## src/sv/dv64_pkg.sv

```systemverilog
package dv64_pkg;

    // width of the division datapath; the stream ports stay at IO_W
    localparam int DW   = 64;
    localparam int IO_W = 64;

    localparam logic [1:0] MODE_SQUO = 2'd0;
    localparam logic [1:0] MODE_SREM = 2'd1;
    localparam logic [1:0] MODE_UQUO = 2'd2;
    localparam logic [1:0] MODE_UREM = 2'd3;

    typedef logic [DW-1:0] word_t;

    // control that travels with every beat through the pipe
    typedef struct packed {
        logic valid;
        logic sel_rem;
        logic neg;
    } ctl_t;

endpackage

```

## src/sv/dv64_post.sv

```systemverilog
module dv64_post (
    input  logic                      aclk,
    input  logic                      aresetn,
    input  logic                      ce,
    input  dv64_pkg::word_t           rem_in,
    input  dv64_pkg::word_t           quo_in,
    input  dv64_pkg::ctl_t            ctl_in,
    output logic                      valid_reg,
    output logic [dv64_pkg::IO_W-1:0] result_reg
);

    dv64_pkg::word_t           mag;
    dv64_pkg::word_t           res;
    logic [dv64_pkg::IO_W-1:0] result_next;

    always_comb begin
        mag         = ctl_in.sel_rem ? rem_in : quo_in;
        res         = ctl_in.neg ? (~mag + 1'b1) : mag;
        result_next = dv64_pkg::IO_W'(res);
    end

    always_ff @(posedge aclk) begin
        if (!aresetn) begin
            valid_reg <= 1'b0;
        end else if (ce) begin
            valid_reg <= ctl_in.valid;
        end
    end

    always_ff @(posedge aclk) begin
        if (ce) begin
            result_reg <= result_next;
        end
    end

endmodule

```

## config.mk

```make
export PLATFORM = sky130hd
export DESIGN_NAME = dv64_post
export DESIGN_NICKNAME = d
export VERILOG_FILES = /design/src/sv/dv64_pkg.sv /design/src/sv/dv64_post.sv
export SDC_FILE = /design/constraint.sdc
export NUM_CORES = 1
export LEC_CHECK = 0
export BUFFER_PORTS_ARGS = -buffer_cell sky130_fd_sc_hd__clkbuf_2
export CORE_MARGIN = 5
export CORE_UTILIZATION = 43
export DETAILED_ROUTE_END_ITERATION = 7
export PLACE_DENSITY = 0.74
export SYNTH_ARGS = -nofsm -noshare
export SYNTH_HDL_FRONTEND = slang
export SYNTH_SLANG_ARGS = --single-unit
```

## constraint.sdc

```tcl
create_clock -name aclk -period 3.99 [get_ports aclk]
set_input_delay 0 -clock aclk [delete_from_list [all_inputs] [get_ports aclk]]
set_output_delay 0 -clock aclk [all_outputs]
set_load 0.02 [all_outputs]
```

==> summary.md, run 1 <==
| Metric | Value |
|---|---|
| Area enclosed by the die boundary | `14500 µm²` |
| First-pass GRT wire length | `26.4 mm` |
| Synthesized Nets | `652` |
| Share of total power in sequential cells | `between 40 and 50%` |
| Number of unique standard cell types used by synthesis | `68` |
| Switching fraction of total power | `31.1%` |
| Ranking of synthesized cells by area | `edfxtp_1 (37%), mux2i_1 (12%), xor2_1 (8.7%)` |
| Grt peak-use layer | `met2` |
| Met2 usage in global routing | `37.4%` |
| Minimum hold slack | `0.0169 ns` |
| Area of the core region | `12000 µm²` |
| Post-CTS Resized | `0` |
| Area of combinational cells with multiple inputs | `about 3100 µm²` |
| Half-perimeter wire length after detailed placement | `approximately 13 mm` |
| Mux contribution to synthesized area | `between 10% and 20%` |
| Final slew viol count | `0` |
| TritonCTS clock tree | `done` |
| Leakage power total | `2.78 nW` |
| Avg Vias per Cell | `5.99` |
| First-iteration detailed-routing DRC count | `456` |
| Main combinational cell family by area after synthesis | `simple AND/OR/NAND/NOR gates` |
| Leftover overflow at the end of global routing | `0` |
| Internal power summed over all cells | `roughly 1.5 mW` |
| Final GP Congestion | `0.943` |
| Utilization after layout | `54.8%` |
| Count of inserted antenna diode cells | `0` |
| Yosys warning total | `0` |
| Synthesized area divided by synthesized cell count | `10.1 µm²` |
| Launch point of the critical path | `ctl_in[1]` |
| H-tree levels | `3` |
| Wirelength, routed | `around 17 mm` |
| Fraction of registers with async set or reset after synthesis | `0%` |
| Dominant cell type by area after synthesis | `edfxtp_1` |
| Final hold violation count | `0` |
| Reg2Reg Launch Point | `valid_reg` |
| Hold path startpoint | `quo_in[0]` |
| Max-cap violation count | `0` |
| Count of unresolved DRC violations after routing | `0` |
| Portion of the clock cycle consumed by the worst path in the final layout | `78.4%` |
| Status | `completed` |
| Flop and latch count out of synthesis | `65` |
| Die height | `120 µm` |
| Worst rel slew slack | `42.9%` |
| Total iterations of the first detailed-routing run | `5` |
| Post-CTS setup buffers | `0` |
| Area overhead of the layout relative to synthesis | `25.2%` |
| CTS clock-pin slew for the worst setup and hold paths | `~0.05 ns` |
| Number of global-route vias before repair | `5245` |
| Startpoint type of the worst setup path | `input pin` |
| Number of antenna violations at the first check in global routing | `0` |
| Proportion of synthesized chip area in sequential cells | `37.1%` |
| Required time of the critical path | `4.07 ns` |
| Max Freq | `319 MHz` |
| Class of the worst hold path | `input pin to flip-flop` |
| Die width | `120 µm` |
| Number of input and output port buffers inserted | `198` |
| Summed instance area of the synthesized netlist | `about 5200 µm²` |
| Kind of end point of the critical path | `flip-flop` |
| FF-to-FF setup slack | `2.85 ns` |
| Proportion of netlist area held by the largest area contributor | `36.7%` |
| Power Dens Cells | `327 nW/µm²` |
| Num ports | `199` |
| Count of nets left with antenna violations after detail routing | `0` |
| Vias | `5136` |
| Cts-stage hold buffer count | `2` |
| Net switching power | `0.667 mW` |
| GR Layer Usage met3 | `4.44%` |
| Area share of and/or/nand/nor cells after synthesis | `about 23%` |
| Part of the power in combinational logic | `26.3%` |
| Met1 Usage GRT | `28.3%` |
| Power share of the clock group | `32.7%` |
| Number of buffers between clock root and the deepest sink | `2` |
| Clock latency of the later-clocked register in the worst-skew pair | `0.34 ns` |
| Effective utilization at floorplan | `43.8%` |
| Wirelength per Cell | `around 20 µm` |
| Number of placed cells counting well taps | `between 800 and 900` |
| Largest register FFs | `64` |
| Share of final-layout standard cells stronger than drive strength 1 | `a little over a third` |
| Final-report setup violation count | `0` |
| Worst vdd ir | `161 µV` |
| Sequential cell area | `between 1500 and 2000 µm²` |
| Compound-Gate Fraction of Synth Area | `12.7%` |
| Count of flip-flops with a built-in enable after synthesis | `between 60 and 70` |
| Path type of the worst setup path | `input pin to flip-flop` |
| Sink Count | `65` |
| GR Util All Layers | `22.7%` |
| CP Data Arrival Time | `3.21 ns` |
| Fraction of the mapped netlist area in adder cells | `0.239%` |
| Final critical-path required period | `approximately 3.1 ns` |
| Number of clock buffers inserted by TritonCTS | `9` |
| Xor/xnor share of the synthesized area | `10.4%` |
| Slew at the pin closest to its max-slew limit | `0.857 ns` |
| Largest net degree at the start of global routing | `64` |
| Number of non-filler instances in the completed layout | `857` |
| Number of filler cells placed in the layout | `1087` |
| Number of nets in the layout | `840` |
| Clock root buffer master | `clkbuf_16` |
| Clock skew | `0 ns` |
| Row count | `40` |
| Critical-path maximum fanout | `34` |
| Setup repair after global routing missed its margin | `no` |
| Synth Instances | `517` |
| Total Negative Setup Slacks | `0 ns` |
| Most common flop cell mapped by yosys | `edfxtp_1` |
-- per-stage QoR --
stage	power [mW]	area, µm²	worst slack, ns
final	2.15	6560	0.860
after global routing	2.24	6560	0.682
after CTS	2.16	6560	0.916
after detailed placement	1.45	6280	0.573
after global placement	1.44	6280	0.684
after floorplan	1.21	5250	0.00939
-- cell usage in the layout (no fill, tap or decap), types with 5 or more instances in the layout --
cell type / count
xnor2_1: 10
buf_4: 5
or3_1: 12
o31ai_1: 7
nor3b_1: 21
mux2_2: 5
nor2_1: 23
nor3_1: 33
o22ai_1: 10
nor4_1: 9
a21oi_1: 11
or3b_1: 5
clkbuf_2: 196
or4_1: 5
clkbuf_16: 9
mux2i_1: 62
nand3_1: 10
edfxtp_1: 64
o21ai_0: 30
xor2_1: 52
nand2_1: 32
nand4_1: 6
or2_2: 5
o41ai_2: 6
or3b_2: 5
inv_1: 5
nor4b_1: 5
-- power groups by stage --
stage	Clock [mW]	Combinational, mW	Sequential (mW)
after floorplan	0	0.221	0.993
after global placement	0	0.543	0.894
after detailed placement	0	0.558	0.894
after CTS	0.714	0.560	0.882
after global routing	0.745	0.604	0.887
final	0.701	0.563	0.881
-- final cells by class --
type | instances | share of cell area (%)
clock buffer | 11 | 3.55
clock inverter | 5 | 0.344
inverter | 5 | 0.286
multi-input combinational | 419 | 47.3
sequential | 65 | 29.6
tap | 147 | 2.81
timing repair buffer | 205 | 16.1
-- worst max-delay path: stages --
cell       delay [ns]
buf_6            0.24
mux2i_1          0.29
ha_1             0.24
or4b_1           0.47
nor3b_2          0.38
o2111ai_2        0.25
or4_1            0.78
o41ai_2          0.43
xor2_1           0.11
-- routing by layer --
layer  part of all wire, %  vias to the layer above
met5                     0                        -
li1                      -                     2369
met1                    40                     2447
met3                   8.4                       48
met4                   3.7                        0
met2                    48                      272
-- cells in the mapped netlist (all sizes together), types with 9 or more instances --
cell    count
xnor2      10
edfxtp     64
buf        21
o31ai       9
nand3      13
or3        12
o22ai      11
nor3       33
or3b       10
o21ai      30
mux2i      62
xor2       52
nor2       23
nor3b      23
nand2      33
nor4       10
a21oi      11
-- final timing paths --
| check | end | cells past startpoint |
|---|---|---|
| setup / recovery | result_reg[60] | 9 |
| hold / removal | result_reg[0] | 3 |
| setup reg to reg | valid_reg | 3 |
| hold reg to reg | valid_reg | 3 |
-- logic make-up after synthesis --
logic type      count (synthesis)
flops                          65
buf+inv                        33
simple gates                  199
mux                            67
xor+xnor                       62
compound gates                 90
fa+ha+maj                       1
Note: power is estimated with default switching activity, not from simulation.
==> run 2, diff against run 1 <==
- clock period: 3.99 -> 2.75 ns (I/O delays scaled with it)
==> run 2 against run 1 <==
Compared with the run above: sequential share of layout area decreased by 0.80 points; clock-buffer cell count unchanged; register-to-register slack got worse by 1.2 ns; first-iteration DRC count decreased by 5.3%; die area unchanged; utilization increased by 1.5 points; total power increased by 45%; setup slack got worse by 0.67 ns; critical path depth increased by 1; clock skew unchanged; largest cell class unchanged; largest power group unchanged.
==> summary.md, run 2 (synthesis results as in run 1) <==
| Metric | Value |
|---|---|
| Clock latency of the later-clocked register in the worst-skew pair | `0.33 ns (about the same)` |
| Effective utilization at floorplan | `43.8% (unchanged)` |
| Worst rel slew slack | `43.6% (+0.72 points)` |
| Leakage power total | `2.87 nW (+3.5%)` |
| Avg Vias per Cell | `5.84 (-2.5%)` |
| FF-to-FF setup slack | `1.61 ns (-1.24 ns)` |
| Die height | `120 µm (unchanged)` |
| Count of nets left with antenna violations after detail routing | `0 (unchanged)` |
| Path type of the worst setup path | `input pin to flip-flop` |
| Clock root buffer master | `clkbuf_16` |
| Final-report setup violation count | `0 (unchanged)` |
| Number of non-filler instances in the completed layout | `874 (+2.0%)` |
| Count of unresolved DRC violations after routing | `0 (unchanged)` |
| R2R Path End | `valid_reg` |
| CP Data Arrival Time | `2.71 ns (-0.50 ns)` |
| Worst vdd ir | `212 µV (+31%)` |
| Number of buffers between clock root and the deepest sink | `2 (unchanged)` |
| Clock skew | `0 ns (unchanged)` |
| Register-to-Register Path Depth | `3 (unchanged)` |
| Post-layout power | `3.11 mW (+45%)` |
| Number of input and output port buffers inserted | `198 (unchanged)` |
| Most common library cell in the layout ignoring fill and taps | `clkbuf_2` |
| Post-CTS Resized | `0 (unchanged)` |
| TritonCTS clock tree | `done` |
| Area of combinational cells with multiple inputs | `3130 µm² (+0.93%)` |
| Num ports | `199 (unchanged)` |
| Post-CTS setup buffers | `0 (unchanged)` |
| Sink of the worst hold path | `result_reg[61]` |
| Power Dens Cells | `462 nW/µm² (+41%)` |
| Total Negative Setup Slacks | `0 ns (unchanged)` |
| Number of clock buffers inserted by TritonCTS | `9 (unchanged)` |
| Area of the core region | `12000 µm² (unchanged)` |
| Portion of the clock cycle consumed by the worst path in the final layout | `between 90% and 100%` |
| Number of placed cells counting well taps | `856 (+2.0%)` |
| Final GP Congestion | `0.961 (+1.8%)` |
| Reg2Reg Launch Point | `valid_reg` |
| Largest register FFs | `64 (unchanged)` |
| Number of antenna violations at the first check in global routing | `0 (unchanged)` |
| Number of filler cells placed in the layout | `1088 (+0.092%)` |
| Required time of the critical path | `2.90 ns (-1.17 ns)` |
| Sink Count | `65 (unchanged)` |
| Number of global-route vias before repair | `5065 (-3.4%)` |
| Slew at the pin closest to its max-slew limit | `0.846 ns (-0.0108 ns)` |
| Wirelength per Cell | `19.0 µm (-3.8%)` |
| H-tree levels | `3 (unchanged)` |
| Half-perimeter wire length after detailed placement | `13.2 mm (-0.89%)` |
| Area enclosed by the die boundary | `14500 µm² (unchanged)` |
| Area overhead of the layout relative to synthesis | `28.6%` |
| Final slew viol count | `0 (unchanged)` |
| Max-cap violation count | `0 (unchanged)` |
| Post-route worst setup slack | `0.186 ns (-0.674 ns)` |
| Critical-path maximum fanout | `8 (-76%)` |
| Number of nets in the layout | `857 (+2.0%)` |
| Max Freq | `between 300 and 400 MHz` |
| Setup repair after global routing missed its margin | `no` |
| Status | `completed` |
| Largest net degree at the start of global routing | `72 (+13%)` |
| Kind of end point of the critical path | `flip-flop` |
| First-pass GRT wire length | `25.8 mm (-2.4%)` |
| Vias | `5105 (-0.60%)` |
| Startpoint type of the worst setup path | `input pin` |
| Row count | `40 (unchanged)` |
| Sequential cell area | `1940 µm² (unchanged)` |
| CTS clock-pin slew for the worst setup and hold paths | `0.05 ns (about the same)` |
| Die width | `120 µm (unchanged)` |
| Class of the worst hold path | `input pin to flip-flop` |
| Final critical-path required period | `2.56 ns` |
| Most used cells in the layout excluding fill and tap cells | `clkbuf_2 (196), edfxtp_1 (64), mux2i_1 (62)` |
| Utilization after layout | `56.3% (+1.5 points)` |
| Final instance area | `6740 µm² (+2.8%)` |
| Minimum hold slack | `0.0806 ns (+0.0636 ns)` |
| Hold path startpoint | `quo_in[61]` |
| Leftover overflow at the end of global routing | `0 (unchanged)` |
| GR Util All Layers | `22.1% (-0.64 points)` |
| Post-placement cell area | `6460 µm² (+2.9%)` |
| Worst Setup Slack post-DPL | `-0.133 ns (-0.706 ns)` |
| Hold path cells | `3 (unchanged)` |
| Cts-stage hold buffer count | `2 (unchanged)` |
| Wirelength, routed | `16.6 mm (-1.9%)` |
| Final hold violation count | `0 (unchanged)` |
| Share of final-layout standard cells stronger than drive strength 1 | `38.0% (+2.2 points)` |
| First-iteration detailed-routing DRC count | `432 (-5.3%)` |
| Count of inserted antenna diode cells | `0 (unchanged)` |
| Total iterations of the first detailed-routing run | `6 (+1)` |
## run 2: critical path, cell delays in order
cell and delay [ns]:
buf_6 0.10, mux2i_1 0.25, ha_2 0.22, or4b_1 0.46, nor3b_2 0.27, o2111ai_2 0.26, or4_1 0.47, buf_4 0.20
o31ai_2 0.24, xor2_1 0.23
## run 2: layout make-up
class / count / share of cell area (%)
clock buffer: 11 / 3.45
clock inverter: 5 / 0.334
inverter: 5 / 0.279
multi-input combinational: 419 / 46.5
sequential: 65 / 28.8
tap: 147 / 2.73
timing repair buffer: 222 / 17.9
## run 2: metal layers
metal	part of all wire, %	global-route usage (%)	up-vias
met3	6.7	3.13	30
li1	-	-	2402
met4	2.9	8.43	0
met5	0	0	-
met2	48	37.7	244
met1	42	28.4	2429
## run 2: report_power, final
part	internal, mW	switching [mW]	total (mW)	leakage [nW]
clock network	0.599	0.405	1.00	0.128
registers	1.24	0.0401	1.28	0.635
logic	0.320	0.509	0.829	2.11
## run 2: worst max-delay path by stage
stage	startpoint	to	slack (ns)
after global placement	ctl_in[1]	result_reg[59]	-0.05
final	ctl_in[1]	result_reg[36]	0.19
after floorplan	ctl_in[1]	result_reg[60]	-0.75
after CTS	ctl_in[1]	result_reg[36]	0.19
after detailed placement	ctl_in[1]	result_reg[36]	-0.13
after global routing	ctl_in[1]	result_reg[60]	0.02
