$ cat src/sv/dv64_pkg.sv
package dv64_pkg;

    // width of the division datapath; the stream ports stay at IO_W
    localparam int DW   = 64;
    localparam int IO_W = 64;

    localparam logic [1:0] MODE_SQUO = 2'd0;
    localparam logic [1:0] MODE_SREM = 2'd1;
    localparam logic [1:0] MODE_UQUO = 2'd2;
    localparam logic [1:0] MODE_UREM = 2'd3;

    typedef logic [DW-1:0] word_t;

    // control that travels with every beat through the pipe
    typedef struct packed {
        logic valid;
        logic sel_rem;
        logic neg;
    } ctl_t;

endpackage

$ cat src/sv/dv64_prep.sv
module dv64_prep (
    input  logic                    aclk,
    input  logic                    aresetn,
    input  logic                    ce,
    input  logic                    in_valid,
    input  logic [dv64_pkg::IO_W-1:0] dividend,
    input  logic [dv64_pkg::IO_W-1:0] divisor,
    input  logic [1:0]              mode,
    output dv64_pkg::word_t         num_reg,
    output dv64_pkg::word_t         den_reg,
    output dv64_pkg::ctl_t          ctl_reg
);

    dv64_pkg::word_t a;
    dv64_pkg::word_t b;
    logic            na;
    logic            nb;
    logic            sgn;
    dv64_pkg::word_t num_next;
    dv64_pkg::word_t den_next;
    dv64_pkg::ctl_t  ctl_next;

    always_comb begin
        a   = dividend[dv64_pkg::DW-1:0];
        b   = divisor[dv64_pkg::DW-1:0];
        na  = a[dv64_pkg::DW-1];
        nb  = b[dv64_pkg::DW-1];
        sgn = (mode == dv64_pkg::MODE_SQUO) || (mode == dv64_pkg::MODE_SREM);
        // magnitudes; the most negative value wraps onto itself
        num_next = (sgn && na) ? (~a + 1'b1) : a;
        den_next = (sgn && nb) ? (~b + 1'b1) : b;

        ctl_next.valid   = in_valid;
        ctl_next.sel_rem = (mode == dv64_pkg::MODE_SREM) || (mode == dv64_pkg::MODE_UREM);
        case (mode)
            dv64_pkg::MODE_SQUO: ctl_next.neg = na ^ nb;
            dv64_pkg::MODE_SREM: ctl_next.neg = na;
            default:             ctl_next.neg = 1'b0;
        endcase
    end

    always_ff @(posedge aclk) begin
        if (!aresetn) begin
            ctl_reg <= '0;
        end else if (ce) begin
            ctl_reg <= ctl_next;
        end
    end

    always_ff @(posedge aclk) begin
        if (ce) begin
            num_reg <= num_next;
            den_reg <= den_next;
        end
    end

endmodule

$ cat config.mk
export PLATFORM = sky130hd
export DESIGN_NAME = dv64_prep
export DESIGN_NICKNAME = d
export VERILOG_FILES = /design/src/sv/dv64_pkg.sv /design/src/sv/dv64_prep.sv
export SDC_FILE = /design/constraint.sdc
export NUM_CORES = 1
export LEC_CHECK = 0
export ABC_AREA = 1
export BUFFER_PORTS_ARGS = -buffer_cell sky130_fd_sc_hd__buf_4
export CORE_ASPECT_RATIO = 0.75
export CORE_MARGIN = 4
export CORE_UTILIZATION = 30
export DETAILED_ROUTE_END_ITERATION = 16
export GPL_ROUTABILITY_DRIVEN = 0
export SYNTH_ARGS = -nofsm -noshare
export SYNTH_HDL_FRONTEND = slang
export SYNTH_SLANG_ARGS = --single-unit
export TNS_END_PERCENT = 10
$ cat constraint.sdc
create_clock -name aclk -period 2.76 [get_ports aclk]
set_input_delay 0.414 -clock aclk [delete_from_list [all_inputs] [get_ports aclk]]
set_output_delay 0.414 -clock aclk [all_outputs]
set_load 0.1 [all_outputs]
==> results of run 1 <==
## critical path: stages
cell and delay (ps):
buf_4 110, inv_1 90, ha_1 190, nand3_2 130
nor2_1 190, nand2_1 180, o21ai_2 360, nand2_1 90
nand2_1 70, nand2_1 50
## power breakdown
part / internal, W / switching, W
registers: 0.00245 / 0.0000781
clock network: 0.00152 / 0.000942
logic: 0.000599 / 0.00223
## through the flow
step           setup WS, ps   util
2_1_floorplan          1030      -
3_3_place_gp            693  0.393
3_5_place_dp            661  0.393
4_1_cts                1120  0.415
5_1_grt                 952  0.415
6_report               1060  0.415
## worst paths after layout
path | from | slack (ps) | to | cells after the start
worst max-delay path | dividend[1] | 1060 | num_reg[44] | 10
worst min-delay path | divisor[0] | 180 | den_reg[0] | 1
worst max register to register | ctl_reg[1] | 2110 | ctl_reg[1] | 2
worst min register to register | ctl_reg[0] | 480 | ctl_reg[0] | 2
## cell families after synthesis
group / count (synthesis) / synth area share
xor gates and xnor gates: 62 / 0.0624
DFF: 131 / 0.449
AOI/OAI and AO/OA: 77 / 0.0604
buffers and inverters: 128 / 0.0652
and+or+nand+nor: 733 / 0.360
adders and majority gates: 2 / 0.00288
## layer usage
layer  wire length [µm]  vias up  track usage
met4                933        0       0.0682
met5                  0        -            0
met3               3810       44       0.0704
li1                   -     4206            -
met2              13400      478        0.277
met1              15000     4003        0.299
## layout make-up
cell class / count / area (µm²) / area share
clock inverters: 14 / 201 / 0.0171
repair buffers: 271 / 2070 / 0.176
well taps: 385 / 482 / 0.0410
flip-flops and latches: 131 / 3900 / 0.332
inverters: 115 / 434 / 0.0369
clock buffers: 17 / 425 / 0.0362
multi-input cells: 874 / 4230 / 0.360
diodes: 2 / 5.00 / 0.000426
## Yosys cell counts, types with 12 or more instances
library cell,count
o21ai_1,14
nand2_2,12
nor2_4,13
xnor2_1,20
xor2_1,42
nand2_1,368
o21ai_0,30
edfxtp_1,128
nor2_1,205
inv_1,107
nor2_2,14
nand3_1,100
==> metrics.md, run 1 <==
| Metric | Value |
|---|---|
| Gr ovfl total | `0` |
| Post-synthesis to final-layout area growth | `35.1%` |
| Detailed-router iteration count before antenna repair | `6` |
| MaxCap Viol Count | `0` |
| Number of synthesis warnings | `0` |
| Post-CTS clock slew at the launch and capture registers of the worst setup and hold paths | `60 ps` |
| Area contributors post-synth | `edfxtp_1 (44%), nand2_1 (16%), nor2_1 (8.8%)` |
| Average footprint of a synthesized cell | `7.68 µm²` |
| LEAKAGE | `5.13 nW` |
| Die outline height | `155 µm` |
| Most frequently used flop master after synthesis | `edfxtp_1` |
| Setup repair after global routing missed its margin | `no` |
| Clock latency on the worst-skew pair | `420 ps` |
| Most area-hungry cell type in the Yosys netlist | `edfxtp_1` |
| Die Footprint | `~32,000 µm²` |
| Startpoint kind of the worst setup timing path | `input pin` |
| Post-route cell area | `approximately 12,000 µm²` |
| Number of register bits inferred by synthesis | `131` |
| Measured slew at the worst slew-check pin | `557 ps` |
| Post-cts resize count | `0` |
| Share of the clock period used by the worst path | `0.616` |
| Cell count after synthesis | `about 1,100` |
| Initial antenna violation count | `2` |
| Post-route antenna net violation count | `0` |
| Run status | `completed` |
| Initial core utilization | `0.307` |
| Headroom to the max-slew limit | `0.628` |
| Number of nets at the end of the flow | `1,546` |
| Highest-count cells in the layout ignoring fill and taps | `nand2_1 (368), buf_4 (268), nor2_1 (205)` |
| GRT Resource Usage Total | `0.204` |
| Final-report max-slew violation count | `0` |
| Post-Route Hold Slack | `179 ps` |
| Layout cells sized above 1 | `0.264` |
| DR WL/cell | `~18 µm` |
| Critical Path Fanout Max | `5` |
| Worst IR Drop VDD | `0.454 mV` |
| Proportion of synthesized chip area in sequential cells | `0.449` |
| DPL Wire Length | `27.5 mm` |
| Most common library cell in the layout ignoring fill and taps | `nand2_1` |
| Post-route DRC | `0` |
| Avg Vias per Cell | `4.83` |
| Power per standard cell area | `between 600 and 700 nW/µm²` |
| Total power draw | `between 0.007 and 0.008 W` |
| Max Root-Sink Buffers | `2` |
| Setup TNS | `0 ps` |
| Post-Layout Cell Count | `~1,800` |
| Port Buffers | `264` |
| Wire length of the first global-routing pass | `49.0 mm` |
| Skew final | `0 ps` |
| Die Wd | `205 µm` |
| Post-synth EDFFs | `128` |
| Fmax | `588 MHz` |
| Placed Instances | `~1,800` |
| Sum of routed wire length over all layers | `33.2 mm` |
| Worst Setup End Kind | `flip-flop` |
| Final number of setup-violating endpoints | `0` |
| Required time at the worst-slack endpoint | `2940 ps` |
| Count of fill cells added during filler insertion | `2,892` |
| Vias | `a little under 9,000` |
| Post-synth top area share | `0.442` |
| Clock tree from TritonCTS | `yes` |
| Minimum clock period after layout | `1700 ps` |
| Rows | `53` |
| Share of synthesized flip-flops with an asynchronous set or reset | `0` |
| Setup bufs post-CTS | `0` |
| Post-Syn Nets | `1,269` |
| Cts bufs inserted | `17` |
| Top-level port count | `265` |
| Number of global-route vias before repair | `8,237` |
| Area after detailed placement | `about 11,000 µm²` |
| Root buffer selected by CTS | `clkbuf_16` |
| Kind of path behind the tightest hold check | `input pin to flip-flop` |
| Arrival @ worst endpoint | `between 1500 and 2000 ps` |
| Netlist cell types | `34` |
| Core area | `28,300 µm²` |
| Kind of critical path | `input pin to flip-flop` |
| Total count of hold-check failures in the final report | `0` |
| Cts hold-fix bufs | `0` |
| TritonCTS Sinks | `131` |
| DRC marker count from the first detailed-route iteration | `~950` |
| Netlist area before placement | `roughly 8700 µm²` |
| Count of H-tree levels built during CTS | `4` |
| Largest net degree at the start of global routing | `42` |
No activity file was read; power rests on OpenSTA's default activity.
==> inputs of run 2 (changes only) <==
clock period = 1.8 ns   (was 2.76 ns; I/O delays follow)
==> run 2 against run 1 <==
  * Global-route usage is 0.053 points higher
  * First-iteration DRC count fell by 13%
  * Final cell count grew 2.5%
  * Non-clock buffer count rose by 46
  * Wire length grew 0.23%
  * Register-to-register slack worse by 940 ps
  * Largest cell class unchanged
==> metrics.md, run 2 (synthesized netlist as in run 1, its figures left out) <==
| Metric | Value |
|---|---|
| Measured slew at the worst slew-check pin | `392 ps (-165 ps)` |
| Post-synthesis to final-layout area growth | `39.1%` |
| Post-route antenna net violation count | `0 (unchanged)` |
| Largest net degree at the start of global routing | `43 (+2.4%)` |
| Cts hold-fix bufs | `0 (unchanged)` |
| GRT Resource Usage Total | `0.204 (+0.000531)` |
| Kind of critical path | `input pin to flip-flop` |
| DRC marker count from the first detailed-route iteration | `824 (-13%)` |
| Placed Instances | `1,822 (+2.6%)` |
| Gr ovfl total | `0 (unchanged)` |
| Layout cells sized above 1 | `0.287 (+0.0229)` |
| Required time at the worst-slack endpoint | `1940 ps (-1000 ps)` |
| Rows | `53 (unchanged)` |
| Final Worst Setup Slack | `189 ps (-871 ps)` |
| Run status | `completed` |
| Worst slack at placement | `-179 ps (-840 ps)` |
| Setup bufs post-CTS | `0 (unchanged)` |
| Count of fill cells added during filler insertion | `2,887 (-0.17%)` |
| Count of H-tree levels built during CTS | `4 (unchanged)` |
| Clock tree from TritonCTS | `yes` |
| Number of nets at the end of the flow | `1,592 (+3.0%)` |
| Core area | `28,300 µm² (unchanged)` |
| Arrival @ worst endpoint | `1750 ps (-130 ps)` |
| Initial antenna violation count | `0 (-2)` |
| Max Root-Sink Buffers | `2 (unchanged)` |
| Worst IR Drop VDD | `0.601 mV (+32%)` |
| Internal cell power | `0.00682 W (+49%)` |
| Fmax | `roughly 620 MHz` |
| Avg Vias per Cell | `4.78 (-1.0%)` |
| Skew final | `0 ps (unchanged)` |
| Kind of path behind the tightest hold check | `input pin to flip-flop` |
| Die Wd | `205 µm (unchanged)` |
| Die outline height | `155 µm (unchanged)` |
| Sw Ratio | `0.425 (+0.00943)` |
| MaxCap Viol Count | `0 (unchanged)` |
| LEAKAGE | `5.33 nW (+4.1%)` |
| Most common library cell in the layout ignoring fill and taps | `nand2_1` |
| DR WL/cell | `17.9 µm (-2.2%)` |
| Initial core utilization | `0.307 (unchanged)` |
| Vias | `8,857 (+1.4%)` |
| Die Footprint | `31,800 µm² (unchanged)` |
| Cts bufs inserted | `17 (unchanged)` |
| Critical Path Fanout Max | `4 (-1)` |
| Port Buffers | `264 (unchanged)` |
| Minimum clock period after layout | `about 1600 ps` |
| Final-report max-slew violation count | `0 (unchanged)` |
| Total power draw | `0.0119 W (+52%)` |
| Power per standard cell area | `980 nW/µm² (+47%)` |
| Post-cts resize count | `0 (unchanged)` |
| DPL Wire Length | `27.6 mm (+0.40%)` |
| Worst Setup End Kind | `flip-flop` |
| Highest-count cells in the layout ignoring fill and taps | `nand2_1 (368), buf_4 (310), nor2_1 (205)` |
| Setup repair after global routing missed its margin | `no` |
| Total count of hold-check failures in the final report | `0 (unchanged)` |
| Share of the clock period used by the worst path | `0.895` |
| Final number of setup-violating endpoints | `0 (unchanged)` |
| Detailed-router iteration count before antenna repair | `8 (+2)` |
| Post-route DRC | `0 (unchanged)` |
| Root buffer selected by CTS | `clkbuf_16` |
| Headroom to the max-slew limit | `0.736 (+0.107)` |
| Post-Layout Cell Count | `1,854 (+2.5%)` |
| Clk network pwr share | `0.299 (-0.016)` |
| Post-CTS clock slew at the launch and capture registers of the worst setup and hold paths | `60 ps (about the same)` |
| Sum of routed wire length over all layers | `33.2 mm (+0.23%)` |
| Share of total power in combinational logic | `0.374 (+0.012)` |
| TritonCTS Sinks | `131 (unchanged)` |
| Top-level port count | `265 (unchanged)` |
| Number of global-route vias before repair | `8,391 (+1.9%)` |
| Wire length of the first global-routing pass | `49.2 mm (+0.28%)` |
| Switch Pwr | `0.00504 W (+55%)` |
| Startpoint kind of the worst setup timing path | `input pin` |
| ANT cells | `0 (-2)` |
| Portion of total power attributed to sequential cells | `0.328 (+0.005)` |
| Clock latency on the worst-skew pair | `410 ps (about the same)` |
run 2: cell type report:
type / count / area [µm²] / share of cell area
inverters: 115 / 434 / 0.0359
flip-flops and latches: 131 / 3900 / 0.323
repair buffers: 317 / 2470 / 0.204
multi-input cells: 874 / 4230 / 0.350
well taps: 385 / 482 / 0.0398
clock buffers: 18 / 429 / 0.0355
clock inverters: 14 / 154 / 0.0127
run 2: worst max-delay path, cell delays in order:
cell and delay (ps):
buf_4 110, inv_1 70, ha_1 190, nand3_2 120, o21ai_4 270, nand3_4 170
nor2_2 270, nand2_1 80, nand2_1 70, nand2_1 130
run 2: layer usage:
metal / vias up / GRT usage / part of all wire
met1: 4038 / 0.304 / 0.46
met4: 0 / 0.0561 / 0.025
li1: 4307 / - / -
met3: 50 / 0.0694 / 0.11
met5: - / 0 / 0
met2: 462 / 0.280 / 0.40
run 2: stage by stage:
step | hold WS (ps) | TNS [ps] | utilization | instance area (µm²)
final | 42.5 | 0 | 0.427 | 12100
after global placement | 460 | -1140 | 0.407 | 11500
after global routing | 10.9 | 0 | 0.427 | 12100
after CTS | 11.1 | 0 | 0.427 | 12100
after detailed placement | 464 | -2370 | 0.407 | 11500
after floorplan | 359 | 0 | - | 8700
run 2: power groups by stage:
| stage | Clock, W | Combinational, W | Sequential [W] |
|---|---|---|---|
| floorplan | 0 | 0.000776 | 0.00627 |
| global placement | 0 | 0.00440 | 0.00395 |
| detailed placement | 0 | 0.00442 | 0.00395 |
| CTS | 0.00364 | 0.00443 | 0.00389 |
| global route | 0.00378 | 0.00462 | 0.00391 |
| finish | 0.00354 | 0.00443 | 0.00388 |
run 2: worst paths after layout:
kind	start	end	slack, ps	cells past startpoint
max	divisor[0]	den_reg[56]	190	10
min	divisor[0]	den_reg[0]	40	1
max reg2reg	ctl_reg[1]	ctl_reg[1]	1170	2
min reg2reg	ctl_reg[0]	ctl_reg[0]	470	2
==> inputs of run 3 (changes only) <==
--- a/config.mk
+++ b/config.mk
@@ -11,6 +11,6 @@
 export CORE_MARGIN = 4
 export CORE_UTILIZATION = 30
+export CTS_BUF_LIST = sky130_fd_sc_hd__clkbuf_4 sky130_fd_sc_hd__clkbuf_8
 export DETAILED_ROUTE_END_ITERATION = 16
-export GPL_ROUTABILITY_DRIVEN = 0
 export SYNTH_ARGS = -nofsm -noshare
 export SYNTH_HDL_FRONTEND = slang
==> constraint.sdc (replaced) <==
create_clock -name aclk -period 1.8 [get_ports aclk]
set_input_delay 0.09 -clock aclk [delete_from_list [all_inputs] [get_ports aclk]]
set_output_delay 0.09 -clock aclk [all_outputs]
set_load 0.1 [all_outputs]
==> run 3 against run 2 <==
  * Final cell count grew 5.3%
  * Critical path depth stayed put
  * Sequential power barely moved
  * Critical path type unchanged
==> metrics.md, run 3 (synthesized netlist as in run 1, its figures left out) <==
| Metric | Value |
|---|---|
| Highest-count cells in the layout ignoring fill and taps | `nand2_1 (366), buf_4 (297), nor2_1 (190)` |
| Port Buffers | `264 (unchanged)` |
| Share of total power in combinational logic | `0.411 (+0.037)` |
| Post-CTS clock slew at the launch and capture registers of the worst setup and hold paths | `80 ps (+20 ps)` |
| Startpoint kind of the worst setup timing path | `input pin` |
| Worst Setup End Kind | `flip-flop` |
| CP Cell Sequence | `dlygate4sd3_1, buf_4, nor2_1, nand3_1, nor2_1, nand2_1, o21ai_4, nand2_1, nand2_1, nand2_1` |
| Avg Vias per Cell | `4.72 (-1.1%)` |
| Worst-case reg-to-reg path depth | `3 (+1)` |
| Worst stage delay on the critical path | `540 ps (+270 ps)` |
| Number of global-route vias before repair | `8,691 (+3.6%)` |
| Arrival @ worst endpoint | `2010 ps (+260 ps)` |
| Required time at the worst-slack endpoint | `2010 ps (+70 ps)` |
| Number of nets at the end of the flow | `1,689 (+6.1%)` |
| Final-report max-slew violation count | `0 (unchanged)` |
| Initial antenna violation count | `1 (+1)` |
| Final number of setup-violating endpoints | `0 (unchanged)` |
| Clock tree from TritonCTS | `yes` |
| Cell type of the slowest stage on the worst timing path | `dlygate4sd3_1` |
| Critical Path Start | `dividend[24]` |
| Top cell by count, worst path | `nand2_1` |
| Post-Layout Cell Count | `1,952 (+5.3%)` |
| Sw Ratio | `0.435 (+0.0102)` |
| Kind of path behind the tightest hold check | `input pin to flip-flop` |
| Max Root-Sink Buffers | `2 (unchanged)` |
| Die outline height | `155 µm (unchanged)` |
| Critical path endpoint | `num_reg[39]` |
| Sum of routed wire length over all layers | `36.8 mm (+11%)` |
| Total count of hold-check failures in the final report | `0 (unchanged)` |
| Share of the clock period used by the worst path | `0.999 (+0.104)` |
| Measured slew at the worst slew-check pin | `405 ps (+12.2 ps)` |
| Skew final | `0 ps (unchanged)` |
| Portion of total power attributed to sequential cells | `0.342 (+0.014)` |
| DR WL/cell | `18.9 µm (+5.2%)` |
| DPL Wire Length | `29.7 mm (+7.7%)` |
| Initial core utilization | `0.307 (unchanged)` |
| Wire length of the first global-routing pass | `53.4 mm (+8.6%)` |
| Run status | `completed` |
| Root buffer selected by CTS | `clkbuf_8` |
| Die Wd | `205 µm (unchanged)` |
| Placer Congestion | `roughly 1.0` |
| Die Footprint | `31,800 µm² (unchanged)` |
| Cts bufs inserted | `17 (unchanged)` |
| Vias | `9,222 (+4.1%)` |
| Core area | `28,300 µm² (unchanged)` |
| Largest net degree at the start of global routing | `51 (+19%)` |
| Internal cell power | `0.00641 W (-6.0%)` |
| Layout cells sized above 1 | `0.277 (-0.0101)` |
| DRC marker count from the first detailed-route iteration | `861 (+4.5%)` |
| Count of H-tree levels built during CTS | `4 (unchanged)` |
| Reg-to-Reg Start | `ctl_reg[2]` |
| Placed Instances | `1,800 (-1.2%)` |
| Clk network pwr share | `0.247 (-0.052)` |
| Post-synthesis to final-layout area growth | `50.5%` |
| TritonCTS Sinks | `131 (unchanged)` |
| Post-Route Hold Slack | `33.9 ps (-8.59 ps)` |
| Worst IR Drop VDD | `0.506 mV (-16%)` |
| Gr ovfl total | `0 (unchanged)` |
| Top-level port count | `265 (unchanged)` |
| Detailed-router iteration count before antenna repair | `6 (-2)` |
| Rows | `53 (unchanged)` |
| Post-route antenna net violation count | `0 (unchanged)` |
| Minimum clock period after layout | `1800 ps (+187 ps)` |
| Critical Path Fanout Max | `3 (-1)` |
| Kind of critical path | `input pin to flip-flop` |
| Headroom to the max-slew limit | `0.727 (-0.00824)` |
| Setup repair after global routing missed its margin | `yes` |
| LEAKAGE | `5.68 nW (+6.5%)` |
| Switch Pwr | `0.00494 W (-2.0%)` |
| FF-to-FF End | `ctl_reg[2]` |
| Worst R2R Setup Slack | `610 ps (-560 ps)` |
| Post-route DRC | `0 (unchanged)` |
| Clock latency on the worst-skew pair | `450 ps (+40 ps)` |
| Power per standard cell area | `867 nW/µm² (-12%)` |
| MaxCap Viol Count | `0 (unchanged)` |
| Most common library cell in the layout ignoring fill and taps | `nand2_1` |
| Fmax | `556 MHz (-10%)` |
| GRT Resource Usage Total | `0.225 (+0.0204)` |
run 3: cell count changes in the layout (fill, tap and decap cells not counted), moves of 3 or more:
cell           previous run  this run
inv_1                   107       104
clkbuf_16                17         0
inv_6                     3         0
dlygate4sd3_1             0       111
o21ai_0                  30        25
nor2_1                  205       190
nor2_2                   14        23
buf_4                   310       297
nor2_4                   13        19
o21ai_1                  14        19
nand3_2                   4         7
clkbuf_8                  0        17
nand3_1                 100        95
run 3: routing by layer:
metal	part of all wire	global-route usage	vias up
met5	0	0	-
met4	0.018	0.0574	0
met3	0.087	0.0494	37
met2	0.41	0.316	412
met1	0.48	0.347	4264
li1	-	-	4509
run 3: power by group through the flow:
stage | Sequential [W] | Clock (W) | Combinational (W)
floorplan | 0.00627 | 0 | 0.000776
global placement | 0.00395 | 0 | 0.00439
detailed placement | 0.00395 | 0 | 0.00439
CTS | 0.00388 | 0.00291 | 0.00460
global route | 0.00391 | 0.00303 | 0.00485
finish | 0.00388 | 0.00281 | 0.00467
run 3: timing repair:
item | CTS | global route
setup endpoints to repair | 0 | 52
setup buffers | 0 | 8
gates resized for setup | 0 | 46
hold endpoints to repair | 120 | 0
hold buffers | 111 | 0
run 3: through the flow:
step	utilization	worst slack, ps	power, W	area, µm²	TNS [ps]
after floorplan	-	393	0.00705	8700	0
after global placement	0.400	-26.2	0.00833	11300	-35.5
after detailed placement	0.400	-9.88	0.00834	11300	-9.88
after CTS	0.455	12.3	0.0114	12900	0
after global routing	0.463	-23.8	0.0118	13100	-161
final	0.463	1.77	0.0114	13100	0
run 3: area by class of cell:
type                            instances  area (µm²)
Tap cell                              385         482
Timing Repair Buffer                  414        3460
Clock inverter                         14         188
Sequential cell                       131        3900
Fill cell                            2835       15200
Clock buffer                           18         241
Inverter                              115         439
Antenna cell                            1        2.50
Multi-Input combinational cell        874        4380
run 3: critical path: cells and delay by family:
| kind | cells | cell delay, ps |
|---|---|---|
| AND/OR/NAND/NOR | 7 | 970 |
| AO/OA/AOI/OAI | 1 | 260 |
| buffers and inverters | 2 | 690 |
run 3: worst min path at each step:
stage | from | endpoint | slack [ps] | depth (start not counted)
finish | mode[1] | ctl_reg[0] | 30 | 4
global route | dividend[18] | num_reg[18] | 30 | 3
CTS | divisor[3] | den_reg[3] | 2 | 3
detailed placement | dividend[0] | num_reg[0] | 280 | 1
global placement | divisor[0] | den_reg[0] | 280 | 1
floorplan | ce | ctl_reg[1] | 180 | 1
